--- src/rtl/dsub_pkg.sv ---
// Shared types, constants and calendar functions for the date subtractor.
// No dependencies; imported by the top level, dsub_ctrl and dsub_datapath.
package dsub_pkg;

  // Unit selector codes
  localparam logic [2:0] UNIT_DAYS       = 3'd0;
  localparam logic [2:0] UNIT_WEEKS      = 3'd1;
  localparam logic [2:0] UNIT_MONTHS     = 3'd2;
  localparam logic [2:0] UNIT_YEARS      = 3'd3;
  localparam logic [2:0] UNIT_DECADES    = 3'd4;
  localparam logic [2:0] UNIT_CENTURIES  = 3'd5;
  localparam logic [2:0] UNIT_MILLENNIA  = 3'd6;

  // Calendar constants
  localparam logic [3:0] MONTH_JAN = 4'd1;
  localparam logic [3:0] MONTH_FEB = 4'd2;
  localparam logic [3:0] MONTH_APR = 4'd4;
  localparam logic [3:0] MONTH_JUN = 4'd6;
  localparam logic [3:0] MONTH_SEP = 4'd9;
  localparam logic [3:0] MONTH_NOV = 4'd11;
  localparam logic [3:0] MONTH_DEC = 4'd12;
  localparam logic [4:0] LEN_LONG  = 5'd31;
  localparam logic [4:0] LEN_SHORT = 5'd30;
  localparam logic [4:0] LEN_FEB_LEAP   = 5'd29;
  localparam logic [4:0] LEN_FEB_COMMON = 5'd28;
  localparam int unsigned DAYS_PER_WEEK = 7;

  // Divisibility by 25 through the inverse of 25 modulo 2^16
  localparam logic [15:0] INV25    = 16'd23593;
  localparam logic [15:0] DIV25_MAX = 16'd2621;

  // Widths
  localparam int unsigned REM_W  = 18;  // up to 32767 weeks in days
  localparam int unsigned PROD_W = 25;  // amount times 1000

  typedef enum logic [2:0] {
    ST_IDLE, ST_NORM, ST_DAYS, ST_MONTHS, ST_YEARS, ST_CLAMP, ST_DONE
  } state_t;

  typedef enum logic [2:0] {
    OP_NONE, OP_LOAD, OP_NORM, OP_DAY, OP_MONTH, OP_YEAR, OP_EMIT
  } op_t;

  typedef struct packed {
    logic [2:0] unit;
    logic       rem_zero;
    logic       out_busy;
  } dp_status_t;

  // Proleptic leap rule on a signed 16-bit year
  function automatic logic is_leap(input logic signed [15:0] y);
    logic [15:0] mag;
    logic [15:0] scaled;
    logic        div4;
    logic        div16;
    logic        div25;
    mag    = y[15] ? (~y + 16'd1) : y;
    scaled = mag * INV25;
    div25  = (scaled <= DIV25_MAX);
    div4   = (y[1:0] == 2'd0);
    div16  = (y[3:0] == 4'd0);
    return div4 && (!div25 || div16);
  endfunction

  function automatic logic [4:0] month_len(input logic leap, input logic [3:0] m);
    logic [4:0] len;
    len = LEN_LONG;
    if (m == MONTH_FEB) begin
      len = leap ? LEN_FEB_LEAP : LEN_FEB_COMMON;
    end else if (m inside {MONTH_APR, MONTH_JUN, MONTH_SEP, MONTH_NOV}) begin
      len = LEN_SHORT;
    end
    return len;
  endfunction

endpackage

--- src/rtl/gregorian_date_subtractor.sv ---
// Top level of the Gregorian date subtractor.
// Depends on dsub_pkg, dsub_ctrl and dsub_datapath.
//
//   channel | dir | handshake          | payload
//   s_*     | in  | s_tvalid/s_tready  | s_tuser: cmd; s_tdata: amount, year, month, day
//   m_*     | out | m_tvalid/m_tready  | m_tdata: year, month, day
//
// Per item: load and normalise, then for days and weeks one day-loop step per month
//   borrowed and one more for a partial month, for months one step per month, for year
//   units a year step and a clamp; an unknown unit goes straight to the result.
// One item in flight; s_tready is high only while the controller is idle.
// The result waits in the output register under m_tready stalls while the next
// item is accepted. Synchronous active-high reset clears control state only.
module gregorian_date_subtractor
  import dsub_pkg::*;
(
  input  logic        clk,
  input  logic        rst,
  input  logic        s_tvalid,
  output logic        s_tready,
  input  logic [39:0] s_tdata,   // amount[14:0], in_year[30:15], in_month[34:31], in_day[39:35]
  input  logic [2:0]  s_tuser,   // cmd[2:0]
  output logic        m_tvalid,
  input  logic        m_tready,
  output logic [31:0] m_tdata    // out_year[15:0], out_month[19:16], out_day[24:20], zeros
);

  op_t                op;
  dp_status_t         status;
  logic signed [15:0] out_year;
  logic [3:0]         out_month;
  logic [4:0]         out_day;

  dsub_ctrl u_ctrl (
    .clk      (clk),
    .rst      (rst),
    .in_valid (s_tvalid),
    .in_ready (s_tready),
    .status   (status),
    .op       (op)
  );

  dsub_datapath u_dp (
    .clk       (clk),
    .rst       (rst),
    .op        (op),
    .cmd       (s_tuser),
    .amount    (s_tdata[14:0]),
    .in_year   ($signed(s_tdata[30:15])),
    .in_month  (s_tdata[34:31]),
    .in_day    (s_tdata[39:35]),
    .status    (status),
    .out_valid (m_tvalid),
    .out_ready (m_tready),
    .out_year  (out_year),
    .out_month (out_month),
    .out_day   (out_day)
  );

  assign m_tdata = {7'd0, out_day, out_month, out_year};

endmodule

--- src/rtl/dsub_ctrl.sv ---
// Controller state machine of the date subtractor.
// Depends on dsub_pkg; drives dsub_datapath through op_t commands.
module dsub_ctrl
  import dsub_pkg::*;
(
  input  logic       clk,
  input  logic       rst,
  input  logic       in_valid,
  output logic       in_ready,
  input  dp_status_t status,
  output op_t        op
);

  state_t state, state_next;

  // State register
  always_ff @(posedge clk) begin
    if (rst) begin
      state <= ST_IDLE;
    end else begin
      state <= state_next;
    end
  end

  // Next state
  always_comb begin
    state_next = state;
    case (state)
      ST_IDLE: begin
        if (in_valid) state_next = ST_NORM;
      end
      ST_NORM: begin
        case (status.unit)
          UNIT_DAYS, UNIT_WEEKS: state_next = ST_DAYS;
          UNIT_MONTHS:           state_next = ST_MONTHS;
          UNIT_YEARS, UNIT_DECADES, UNIT_CENTURIES, UNIT_MILLENNIA:
                                 state_next = ST_YEARS;
          default:               state_next = ST_DONE;
        endcase
      end
      ST_DAYS, ST_MONTHS: begin
        if (status.rem_zero) state_next = ST_DONE;
      end
      ST_YEARS: state_next = ST_CLAMP;
      ST_CLAMP: state_next = ST_DONE;
      ST_DONE: begin
        if (!status.out_busy) state_next = ST_IDLE;
      end
      default: state_next = ST_IDLE;
    endcase
  end

  // Outputs
  always_comb begin
    op       = OP_NONE;
    in_ready = 1'b0;
    case (state)
      ST_IDLE: begin
        in_ready = 1'b1;
        if (in_valid) op = OP_LOAD;
      end
      ST_NORM, ST_CLAMP: op = OP_NORM;
      ST_DAYS: begin
        if (!status.rem_zero) op = OP_DAY;
      end
      ST_MONTHS: begin
        if (!status.rem_zero) op = OP_MONTH;
      end
      ST_YEARS: op = OP_YEAR;
      ST_DONE: begin
        if (!status.out_busy) op = OP_EMIT;
      end
      default: op = OP_NONE;
    endcase
  end

endmodule

--- src/rtl/dsub_datapath.sv ---
// Datapath of the date subtractor: date registers, countdown, scaled year
// product and the output register. Depends on dsub_pkg; driven by dsub_ctrl.
module dsub_datapath
  import dsub_pkg::*;
(
  input  logic               clk,
  input  logic               rst,
  input  op_t                op,
  input  logic [2:0]         cmd,
  input  logic [14:0]        amount,
  input  logic signed [15:0] in_year,
  input  logic [3:0]         in_month,
  input  logic [4:0]         in_day,
  output dp_status_t         status,
  output logic               out_valid,
  input  logic               out_ready,
  output logic signed [15:0] out_year,
  output logic [3:0]         out_month,
  output logic [4:0]         out_day
);

  logic signed [15:0] year;
  logic [3:0]         month;
  logic [4:0]         day;
  logic [2:0]         unit;
  logic [REM_W-1:0]   rem;
  logic [PROD_W-1:0]  prod;

  logic               leap;
  logic [3:0]         month_fix;
  logic [4:0]         day_min;
  logic [4:0]         len_fix;
  logic [3:0]         month_prev;
  logic signed [15:0] year_prev;
  logic [4:0]         len_prev;
  logic [9:0]         scale;
  logic [REM_W-1:0]   day_ext;

  // Leap flag always from the registered year
  assign leap = is_leap(year);

  // Range correction of month and day (also the clamp after a year change)
  always_comb begin
    month_fix = month;
    if (month == 4'd0) month_fix = MONTH_JAN;
    else if (month > MONTH_DEC) month_fix = MONTH_DEC;
    day_min = (day == 5'd0) ? 5'd1 : day;
    len_fix = month_len(leap, month_fix);
  end

  // One month back; February keeps the year, so the registered leap flag holds
  always_comb begin
    if (month == MONTH_JAN) begin
      month_prev = MONTH_DEC;
      year_prev  = year - 16'sd1;
    end else begin
      month_prev = month - 4'd1;
      year_prev  = year;
    end
    len_prev = month_len(leap, month_prev);
  end

  // Year multiplier per unit
  always_comb begin
    case (cmd)
      UNIT_DECADES:   scale = 10'd10;
      UNIT_CENTURIES: scale = 10'd100;
      UNIT_MILLENNIA: scale = 10'd1000;
      default:        scale = 10'd1;
    endcase
  end

  assign day_ext = {{(REM_W-5){1'b0}}, day};

  // Working registers
  always_ff @(posedge clk) begin
    case (op)
      OP_LOAD: begin
        year  <= in_year;
        month <= in_month;
        day   <= in_day;
        unit  <= cmd;
        rem   <= (cmd == UNIT_WEEKS) ? REM_W'(amount) * REM_W'(DAYS_PER_WEEK)
                                     : REM_W'(amount);
        prod  <= PROD_W'(amount) * PROD_W'(scale);
      end
      OP_NORM: begin
        month <= month_fix;
        day   <= (day_min > len_fix) ? len_fix : day_min;
      end
      OP_DAY: begin
        if (rem < day_ext) begin
          day <= day - rem[4:0];
          rem <= '0;
        end else begin
          rem   <= rem - day_ext;
          month <= month_prev;
          year  <= year_prev;
          day   <= len_prev;
        end
      end
      OP_MONTH: begin
        rem   <= rem - REM_W'(1);
        month <= month_prev;
        year  <= year_prev;
        if (day > len_prev) day <= len_prev;
      end
      OP_YEAR: begin
        year <= year - $signed(prod[15:0]);
      end
      default: ;
    endcase
  end

  // Output register, loaded only when empty or being drained
  always_ff @(posedge clk) begin
    if (rst) begin
      out_valid <= 1'b0;
    end else if (op == OP_EMIT) begin
      out_valid <= 1'b1;
    end else if (out_ready) begin
      out_valid <= 1'b0;
    end
  end

  always_ff @(posedge clk) begin
    if (op == OP_EMIT) begin
      out_year  <= year;
      out_month <= month;
      out_day   <= day;
    end
  end

  assign status.unit     = unit;
  assign status.rem_zero = (rem == '0);
  assign status.out_busy = out_valid && !out_ready;

endmodule

--- config.mk ---
export PLATFORM = sky130hd
export DESIGN_NAME = gregorian_date_subtractor
export DESIGN_NICKNAME = d
export VERILOG_FILES = /design/src/rtl/dsub_pkg.sv /design/src/rtl/gregorian_date_subtractor.sv /design/src/rtl/dsub_ctrl.sv /design/src/rtl/dsub_datapath.sv
export SDC_FILE = /design/constraint.sdc
export NUM_CORES = 1
export LEC_CHECK = 0
export BUFFER_PORTS_ARGS = -buffer_cell sky130_fd_sc_hd__buf_2
export CAP_MARGIN = 20
export CORE_ASPECT_RATIO = 1.25
export CORE_MARGIN = 1.5
export CORE_UTILIZATION = 25
export CTS_CLUSTER_DIAMETER = 100
export DETAILED_ROUTE_END_ITERATION = 7
export PLACE_DENSITY = 0.4
export RECOVER_POWER = 100
export SYNTH_ARGS = -nofsm -noshare
export SYNTH_HDL_FRONTEND = slang
export SYNTH_SLANG_ARGS = --single-unit
--- constraint.sdc ---
create_clock -name clk -period 10.89 [get_ports clk]
set_input_delay 1.6335 -clock clk [delete_from_list [all_inputs] [get_ports clk]]
set_output_delay 1.6335 -clock clk [all_outputs]
set_load 0.03 [all_outputs]
# --- Word level (Yosys, flattened, before mapping) ---
# Index checks and enable logic that the tools add are counted.
classes:
  addsub: 7
  multipliers: 3
  magnitude_cmp: 5
  eq_ne: 38
  mux: 36
  bitwise: 1
  reduce_logical: 26
op_table:
  columns: ["op", "count"]
  rows:
  - ["one-hot mux 16 bit (4 select lines)", 1]
  - ["one-hot mux 18 bit (3 select lines)", 1]
  - ["2-to-1 mux 16 bit", 3]
  - ["== test 3 bit (second input constant)", 12]
  - ["2-to-1 mux 18 bit", 2]
  - ["one-hot mux 3 bit (6 select lines)", 2]
  - ["2-to-1 mux 5 bit", 6]
  - ["one-hot mux 10 bit (3 select lines)", 1]
  - ["one-hot mux 5 bit (4 select lines)", 1]
  - ["== test 3 x 2 -> 1 bit (second input constant)", 6]
  - ["logical NOT 18 bit", 1]
  - ["< comparator 18 x 5 -> 1 bit", 1]
  - ["multiplier 15 x 3 -> 18 bit (second input constant)", 1]
  - ["subtractor 18 x 1 -> 18 bit (second input constant)", 1]
  - ["subtractor 18 x 5 -> 18 bit", 1]
  - ["adder 16 x 1 -> 16 bit (second input constant)", 1]
  - ["== test 4 x 3 -> 1 bit (second input constant)", 4]
  - ["== test 4 bit (second input constant)", 4]
  - ["less-or-equal comparator 16 x 12 -> 1 bit (second input constant)", 1]
  - ["multiplier 15 x 10 -> 16 bit", 1]
  - ["multiplier 16 x 15 -> 16 bit (second input constant)", 1]
  - ["2-to-1 mux 4 bit", 4]
  - ["NOT 16 bit", 1]
  - ["one-hot mux 4 bit (4 select lines)", 1]
  - ["29 further kinds", 58]
totals:
  ff_bits: 91
  in_bits: 47
  out_inout_bits: 34
  word_cells: 127

# --- Longest topological paths before layout ---
# Gate-level depths: netlist of the first run.
logic_depth:
  depth_word: 13
  ltp_mapped: 30

# --- Hierarchy ---
# A second synthesis of the first run with hierarchy kept.
hier_totals:
  cells_unflattened: 1224
  area_unflattened_um2: 11405.9
by_module_without_submodules:
  columns: ["mod", "instances", "cells_per_inst", "area_each_um2", "seq_area_each_um2"]
  rows:
  - ["dsub_datapath", 1, 1183, 11081.9, 2632.5]
  - ["dsub_ctrl", 1, 33, 267.8, 60.1]
  - ["gregorian_date_subtractor", 1, 8, 56.3, 0.0]

# --- Least setup slack after synthesis of the first run ---
# No wires, ideal clock.
synth_path:
  kind: "reg-to-reg"
  from: "register u_dp.year[6]"
  to: "register u_dp.day[0] (data pin)"
  arrival_time_ns: 7.006
  slack_ns: 3.620
  stages_incl_launch_ff: 27
  path_cell_list: "edfxtp_1 -> or4_4 -> or3_4 -> o31a_1 -> xnor2_1 -> inv_1 -> ha_1 -> inv_1 -> fa_1 -> inv_1 -> ha_1 -> fa_1 -> fa_1 -> ha_1 -> xnor2_1 -> xnor2_1 -> xnor2_1 -> xnor3_1 -> xnor3_1 -> and3_1 -> o41ai_2 -> a21oi_1 -> ha_1 -> a211oi_1 -> nor3_1 -> a311oi_1 -> nand3_1"
synth_via:
  elab_chain_len: 13
  elab_cells_between_ends: 16
synth_lines:
  columns: ["item", "line", "source"]
  rows:
  - ["start, declared", "dsub_datapath.sv:22", "logic signed [15:0] year;"]
  - ["start signal, assigned", "dsub_datapath.sv:79", "year <= in_year;"]
  - ["start signal, assigned", "dsub_datapath.sv:98", "year <= year_prev;"]
  - ["start signal, assigned", "dsub_datapath.sv:105", "year <= year_prev;"]
  - ["NOT 16 bit", "dsub_pkg.sv:57", "mag = y[15] ? (~y + 16'd1) : y;"]
  - ["adder 16 x 1 -> 16 bit", "dsub_pkg.sv:57", null]
  - ["2-to-1 mux 16 bit *", "dsub_pkg.sv:57", null]
  - ["multiplier 16 x 15 -> 16 bit *", "dsub_pkg.sv:58", "scaled = mag * INV25;"]
  - ["less-or-equal comparator 16 x 12 -> 1 bit *", "dsub_pkg.sv:59", "div25 = (scaled <= DIV25_MAX);"]
  - ["logical NOT 1 bit *", "dsub_pkg.sv:62", "return div4 && (!div25 || div16);"]
  - ["logical OR 1 bit *", "dsub_pkg.sv:62", null]
  - ["logical AND 1 bit *", "dsub_pkg.sv:62", null]
  - ["2-to-1 mux 1 bit *", "dsub_pkg.sv:69", "len = leap ? LEN_FEB_LEAP : LEN_FEB_COMMON;"]
  - ["2-to-1 mux 5 bit", "dsub_pkg.sv:68", "if (m == MONTH_FEB) begin"]
  - ["greater-than comparator 5 bit", "dsub_datapath.sv:89", "day <= (day_min > len_fix) ? len_fix : day_min;"]
  - ["2-to-1 mux 5 bit", "dsub_datapath.sv:89", null]
  - ["one-hot mux 5 bit (4 select lines) *", "dsub_datapath.sv:77", "case (op)"]
  - ["end signal, assigned", "dsub_datapath.sv:81", "day <= in_day;"]
  - ["end signal, assigned", "dsub_datapath.sv:89", null]
  - ["end signal, assigned", "dsub_datapath.sv:93", "day <= day - rem[4:0];"]
  - ["end, declared", "dsub_datapath.sv:24", "logic [4:0] day;"]
# Every way passes the cells marked *; elsewhere a longest branch is shown, timed or not. The select of a mux whose other input is x is not followed.
# A chain may end at the register's enable or synchronous reset.

# --- Final worst setup path of the first run ---
# Same ends and word-level chain as after synthesis.

==> impl_metrics.env, run 1 <==
export IMPL_final_max_slew_viol_count=21
export IMPL_vias_per_cell=4.59
export IMPL_path_class="reg2reg"
export IMPL_totalWireLength_mm=29.5
export IMPL_cp_start_kind="flop"
export IMPL_fp_dieH_um=240
export IMPL_synth_seq_cells=91
export IMPL_violations="capacitance limit, slew limit"
export IMPL_grtUsageTotal=0.135
export IMPL_cts_repair_resized=0
export IMPL_fin_crit_ps=8300
export IMPL_cts_buffers=9
export IMPL_antenna_left=0
export IMPL_die_w_um=192
export IMPL_setup_viol=0
export IMPL_synth_flop_cell="edfxtp_1"
export IMPL_num_rows=86
export IMPL_hold_depth=0
export IMPL_dieArea_sq_um=46100
export IMPL_first_pass_iters=4
export IMPL_status="finished with violations"
export IMPL_post_route_period_util=0.762
export IMPL_drv_cap=2
export IMPL_core_area_sq_um=44200
export IMPL_cp_max_fo=7
export IMPL_grt_pass1_vias=8933
export IMPL_min_to="u_dp.out_year[1]"
export IMPL_postSynthCellCount=1186
export IMPL_regToRegSetupSlack_ps=2590
export IMPL_initial_core_util=0.254
export IMPL_grt_setup_unrepaired="false"
export IMPL_postCtsHoldBufs=0
export IMPL_clk_path_buf_depth=2
export IMPL_critPathArrivalTime_ps=8420
export IMPL_place_gp_congestion=0.803
export IMPL_required_ps=11010
export IMPL_finalSetupTns_ps=0
export IMPL_wire_per_inst_um=16.1
export IMPL_n_fill_cell=4721
export IMPL_worst_r2r_cell_count=26
export IMPL_ys_async_sr_fraction=0
export IMPL_relSlewSlack=-0.142
export IMPL_r2r_start="u_dp.year[6]"
export IMPL_tritoncts="built"
export IMPL_nets=1549
export IMPL_max_slew_worst_pin_slew_ps=1710
export IMPL_io_buffer_count=73
export IMPL_ioPinCount=81
export IMPL_clkLatencyLatePin_ps=370
export IMPL_hold_class="reg2reg"
export IMPL_postCtsSetupBuffers=0
export IMPL_grt_pass1_wl_mm=47.9
export IMPL_clkSinkCount=91
export IMPL_area_delta_synth_final_pct=11.6
export IMPL_cts_root_buf="clkbuf_16"
export IMPL_synth_edf_count=87
export IMPL_clk_pin_slew_ps=70
export IMPL_dp_hpwl_mm=24.5
export IMPL_cp_startpoint="u_dp.year[6]"
export IMPL_max_freq_mhz=121
export IMPL_cts_max_level=3
export IMPL_hold_start="u_dp.year[1]"
export IMPL_grt_overflow_total=0
export IMPL_r2r_end="u_dp.day[0]"
export IMPL_vias=8418
export IMPL_drtIter0Drc=283
export IMPL_grt_start_max_net_pins=31
export IMPL_diodes=0
export IMPL_crit_path_end_kind="flop"
export IMPL_hold_viol_final=0
export IMPL_fin_skew_ps=13.2
export IMPL_drc_errors=0
export IMPL_antenna_found_initial=2
export IMPL_synth_distinct_cells=63
export IMPL_ys_seq_area_frac=0.240
export IMPL_drive_gt1_frac=0.0666
export IMPL_netlist_area_sq_um=11200
export IMPL_yosysWarnings=0
export IMPL_avgSynthCellArea_sq_um=9.46
## stage by stage
stage                     instances  utilization  setup slack (ps)  cell area (sq um)  hold slack, ps
after floorplan                1192            -              3620              11200             424
after detailed placement       1815        0.278              2860              12300             532
after global routing           1833        0.283              2020              12500             561
after CTS                      1831        0.285              2820              12600             550
final                          1833        0.283              2590              12500             539
after global placement         1814        0.278              3030              12300             527
## synth_stat cells, drive strengths merged, types with 5 or more instances
cell type,number,area (sq um)
a21oi,58,290
fa,95,1900
and2,12,75.1
a22oi,8,60.1
nand2b,17,106
or2,15,93.8
buf,7,52.6
nand3,18,90.1
clkbuf,26,97.6
o21ai,70,350
nor2,62,233
xnor2,57,499
ha,151,1890
nor3,24,120
edfxtp,87,2610
o221ai,5,43.8
and3,11,68.8
inv,170,638
a31oi,8,50.1
o21bai,8,60.1
nor2b,27,169
a21o,15,113
or3,12,80.1
nand2,101,379
xor2,21,184
o22ai,7,43.8
o31ai,9,81.3
a211oi,7,52.6
o21a,10,75.1
mux2i,6,60.1
## sequential cells by signal (all words and copies together), names as in the netlist, 4 cells and up
name	cells
u_dp.day	5
u_dp.month	4
u_dp.out_day	5
u_dp.out_month	4
u_dp.out_year	16
u_dp.prod	16
u_dp.rem	18
u_dp.year	16
## how the worst max path moves through the flow
| stage | end | slack [ps] | cells after the start |
|---|---|---|---|
| after floorplan | u_dp.day[0] | 3620 | 26 |
| after global placement | u_dp.day[0] | 3030 | 26 |
| after detailed placement | u_dp.day[0] | 2860 | 26 |
| after CTS | u_dp.day[0] | 2820 | 26 |
| after global routing | u_dp.day[0] | 2020 | 26 |
| final | u_dp.day[0] | 2590 | 26 |
## cells by family (layout without fill, tap and decap cells)
| group | Yosys count | count (layout) | share of synthesized area |
|---|---|---|---|
| muxes | 6 | 6 | 0.00536 |
| adders and majority gates | 246 | 246 | 0.338 |
| DFF | 91 | 91 | 0.240 |
| AOI/OAI and AO/OA | 244 | 244 | 0.140 |
| and+or+nand+nor | 313 | 313 | 0.137 |
| xor gates and xnor gates | 82 | 82 | 0.0690 |
| buffers and inverters | 203 | 272 | 0.0703 |
| other | 1 | 7 | 0.000334 |
## metal layers
layer,share of wire,GRT usage,wire length [um]
met5,0.00088,0,26
met4,0.016,0.0395,478
met3,0.028,0.0163,823
met2,0.52,0.245,15300
met1,0.44,0.165,12800
## critical path, stage by stage (launching register included)
cell and delay (ps):
edfxtp_1 510, or4_1 650, or3_1 420, o31a_1 270, xnor2_1 290, inv_1 90, ha_1 280, inv_1 50
fa_1 530, inv_1 40, ha_1 310, fa_1 480, fa_1 490, ha_1 220, xnor2_1 200, xnor2_1 160
xnor2_1 170, xnor3_1 360, xnor3_1 390, and3_1 190, o41ai_1 520, a21oi_1 190, ha_1 300, a211oi_1 470
nor3_1 80, a311oi_1 270, nand3_1 100
## layout make-up
cell class	count	area (sq um)	area share
Multi-Input combinational cell	898	7760	0.620
Timing Repair Buffer	86	389	0.0311
Tap cell	572	716	0.0572
Sequential cell	91	2690	0.215
Clock buffer	10	229	0.0183
Clock inverter	6	90.1	0.00720
Inverter	170	638	0.0510
## placed cells by master, fill, tap and decap left out, types with 21 or more instances in the layout
cell type  count
ha_1         151
nor2_1        62
o21ai_0       68
nor2b_1       27
edfxtp_1      87
xnor2_1       57
buf_2         41
inv_1        170
nor3_1        24
clkbuf_1      42
xor2_1        21
nand2_1      101
fa_1          95
a21oi_1       58
Power of run 1 is not shown: default switching activity piles up to over one toggle a cycle in this logic, so the estimate is an artifact.
==> run 2, diff against run 1 <==
==> constraint.sdc (replaced) <==
create_clock -name clk -period 7.7 [get_ports clk]
set_input_delay 1.155 -clock clk [delete_from_list [all_inputs] [get_ports clk]]
set_output_delay 1.155 -clock clk [all_outputs]
set_load 0.03 [all_outputs]
==> run 2 against run 1 <==
- die area unchanged
- worst hold slack got worse by 13 ps
- cell count up 0.93%
- critical path depth shrank 1
- register-to-register slack worse by 2200 ps
- worst setup slack worse by 2200 ps
- clock skew grew 2.2 ps
- sequential share of layout area down 0.24 points
- wire length rose by 0.17%
- highest routed layer unchanged
- critical endpoint is now u_dp.day[2]
- first-iteration DRC count increased by 7.8%
- critical path type unchanged
- the flow still finishes with violations (capacitance limit, slew limit)
- flip-flop and latch count unchanged
- via count is 0.67% higher
==> impl_metrics.env, run 2 (synthesis results as in run 1) <==
export IMPL_status="finished with violations"
export IMPL_violations="capacitance limit, slew limit"
export IMPL_hold_class="reg2reg"
export IMPL_finalSetupTns_ps=0
export IMPL_diodes=0
export IMPL_drive_gt1_frac=0.0806
export IMPL_max_stage_delay_ps=530
export IMPL_area_delta_synth_final_pct=12.9
export IMPL_placed_cells=1831
export IMPL_wire_per_inst_um=16.0
export IMPL_antenna_left=0
export IMPL_grt_start_max_net_pins=31
export IMPL_grtUsageMet1=0.164
export IMPL_grt_use_met3=0.0199
export IMPL_largest_register="u_dp.rem"
export IMPL_cp_start_kind="flop"
export IMPL_crit_top_cell="ha_1"
export IMPL_cp_startpoint="u_dp.year[3]"
export IMPL_busiest_layer="met2"
export IMPL_num_rows=86
export IMPL_grt_pass1_vias=9035
export IMPL_core_area_sq_um=44200
export IMPL_final_max_slew_viol_count=47
export IMPL_critPathArrivalTime_ps=7390
export IMPL_fin_crit_ps=7330
export IMPL_crit_path_end_kind="flop"
export IMPL_first_pass_iters=7
export IMPL_max_freq_mhz=136
export IMPL_layout_common_cells="inv_1, ha_1, nand2_1"
export IMPL_cts_max_level=3
export IMPL_hold_start="u_dp.year[1]"
export IMPL_r2r_start="u_dp.year[3]"
export IMPL_largest_register_ffs=18
export IMPL_cp_max_fo=6
export IMPL_cpMaxStageDelayCell="fa_1"
export IMPL_setup_viol=0
export IMPL_clk_pin_slew_ps=70
export IMPL_cts_buffers=9
export IMPL_fin_util=0.286
export IMPL_cts_root_buf="clkbuf_16"
export IMPL_met2_usage=0.243
export IMPL_die_w_um=192
export IMPL_grt_setup_unrepaired="false"
export IMPL_post_route_period_util=0.952
export IMPL_nets=1566
export IMPL_place_gp_congestion=0.794
export IMPL_antenna_found_initial=3
export IMPL_fin_skew_ps=15.4
export IMPL_drc_errors=0
export IMPL_vias_per_cell=4.58
export IMPL_fp_dieH_um=240
export IMPL_required_ps=7760
export IMPL_n_fill_cell=4697
export IMPL_drtIter0Drc=305
export IMPL_drv_cap=2
export IMPL_clk_path_buf_depth=2
export IMPL_io_buffer_count=73
export IMPL_initial_core_util=0.254
export IMPL_clkSinkCount=91
export IMPL_layout_commonest_cell="inv_1"
export IMPL_tritoncts="built"
export IMPL_dieArea_sq_um=46100
export IMPL_hold_viol_final=0
export IMPL_relSlewSlack=-0.0932
export IMPL_max_slew_worst_pin_slew_ps=1640
export IMPL_totalWireLength_mm=29.5
export IMPL_dp_hpwl_mm=24.4
export IMPL_instances_no_fill=1850
export IMPL_grtUsageTotal=0.134
export IMPL_postCtsHoldBufs=0
export IMPL_grt_overflow_total=0
export IMPL_clkLatencyLatePin_ps=380
export IMPL_path_class="reg2reg"
export IMPL_grt_pass1_wl_mm=48.0
export IMPL_vias=8474
export IMPL_ioPinCount=81
==> run 2: cell count changes in the layout (fill, tap and decap cells not counted), sizes merged <==
cell and delta:
clkinv +1, clkbuf +7, clkinvlp +1, inv -1, buf +10, bufinv -1
==> run 2: final timing paths <==
path | end | slack (ps) | depth (start not counted)
setup / recovery | u_dp.day[2] | 370 | 25
hold / removal | u_dp.out_year[1] | 530 | 0
setup reg to reg | u_dp.day[2] | 370 | 25
hold reg to reg | u_dp.out_year[1] | 530 | 0
==> run 2: area by class of cell <==
class	count	area, sq um	share of cell area
multi-input cells	898	7830	0.618
flip-flops and latches	91	2690	0.213
well taps	572	716	0.0565
inverters	170	638	0.0504
repair buffers	103	489	0.0386
clock buffers	10	229	0.0181
clock inverters	6	67.6	0.00534
==> run 2: per-layer routing <==
metal	vias to the layer above	part of all wire
met1	4118	0.45
met3	31	0.021
met4	6	0.017
li1	4232	-
met2	87	0.51
met5	-	0.0012
==> run 2: repair_timing <==
item                       4_1_cts  5_1_grt
setup endpoints to repair        0        7
gates resized for setup          0        9
setup buffers                    0        2
hold endpoints to repair         0        0
==> run 2: metrics by stage <==
step,worst slack (ps),cell area (sq um),hold WS (ps)
after floorplan,430,11200,424
after global placement,209,12400,494
after detailed placement,71.7,12400,512
after CTS,40.8,12700,531
after global routing,31.7,12700,543
final,369,12700,526
==> run 2: worst max-delay path: cells and delay by family (launching register included) <==
kind            cells  cell delay, ps
compound gates      5            1250
xor+xnor            6            1220
fa+ha+maj           7            2590
buf+inv             4             360
flops               1             490
simple gates        3            1090
Power of run 2 is left out for the same reason.
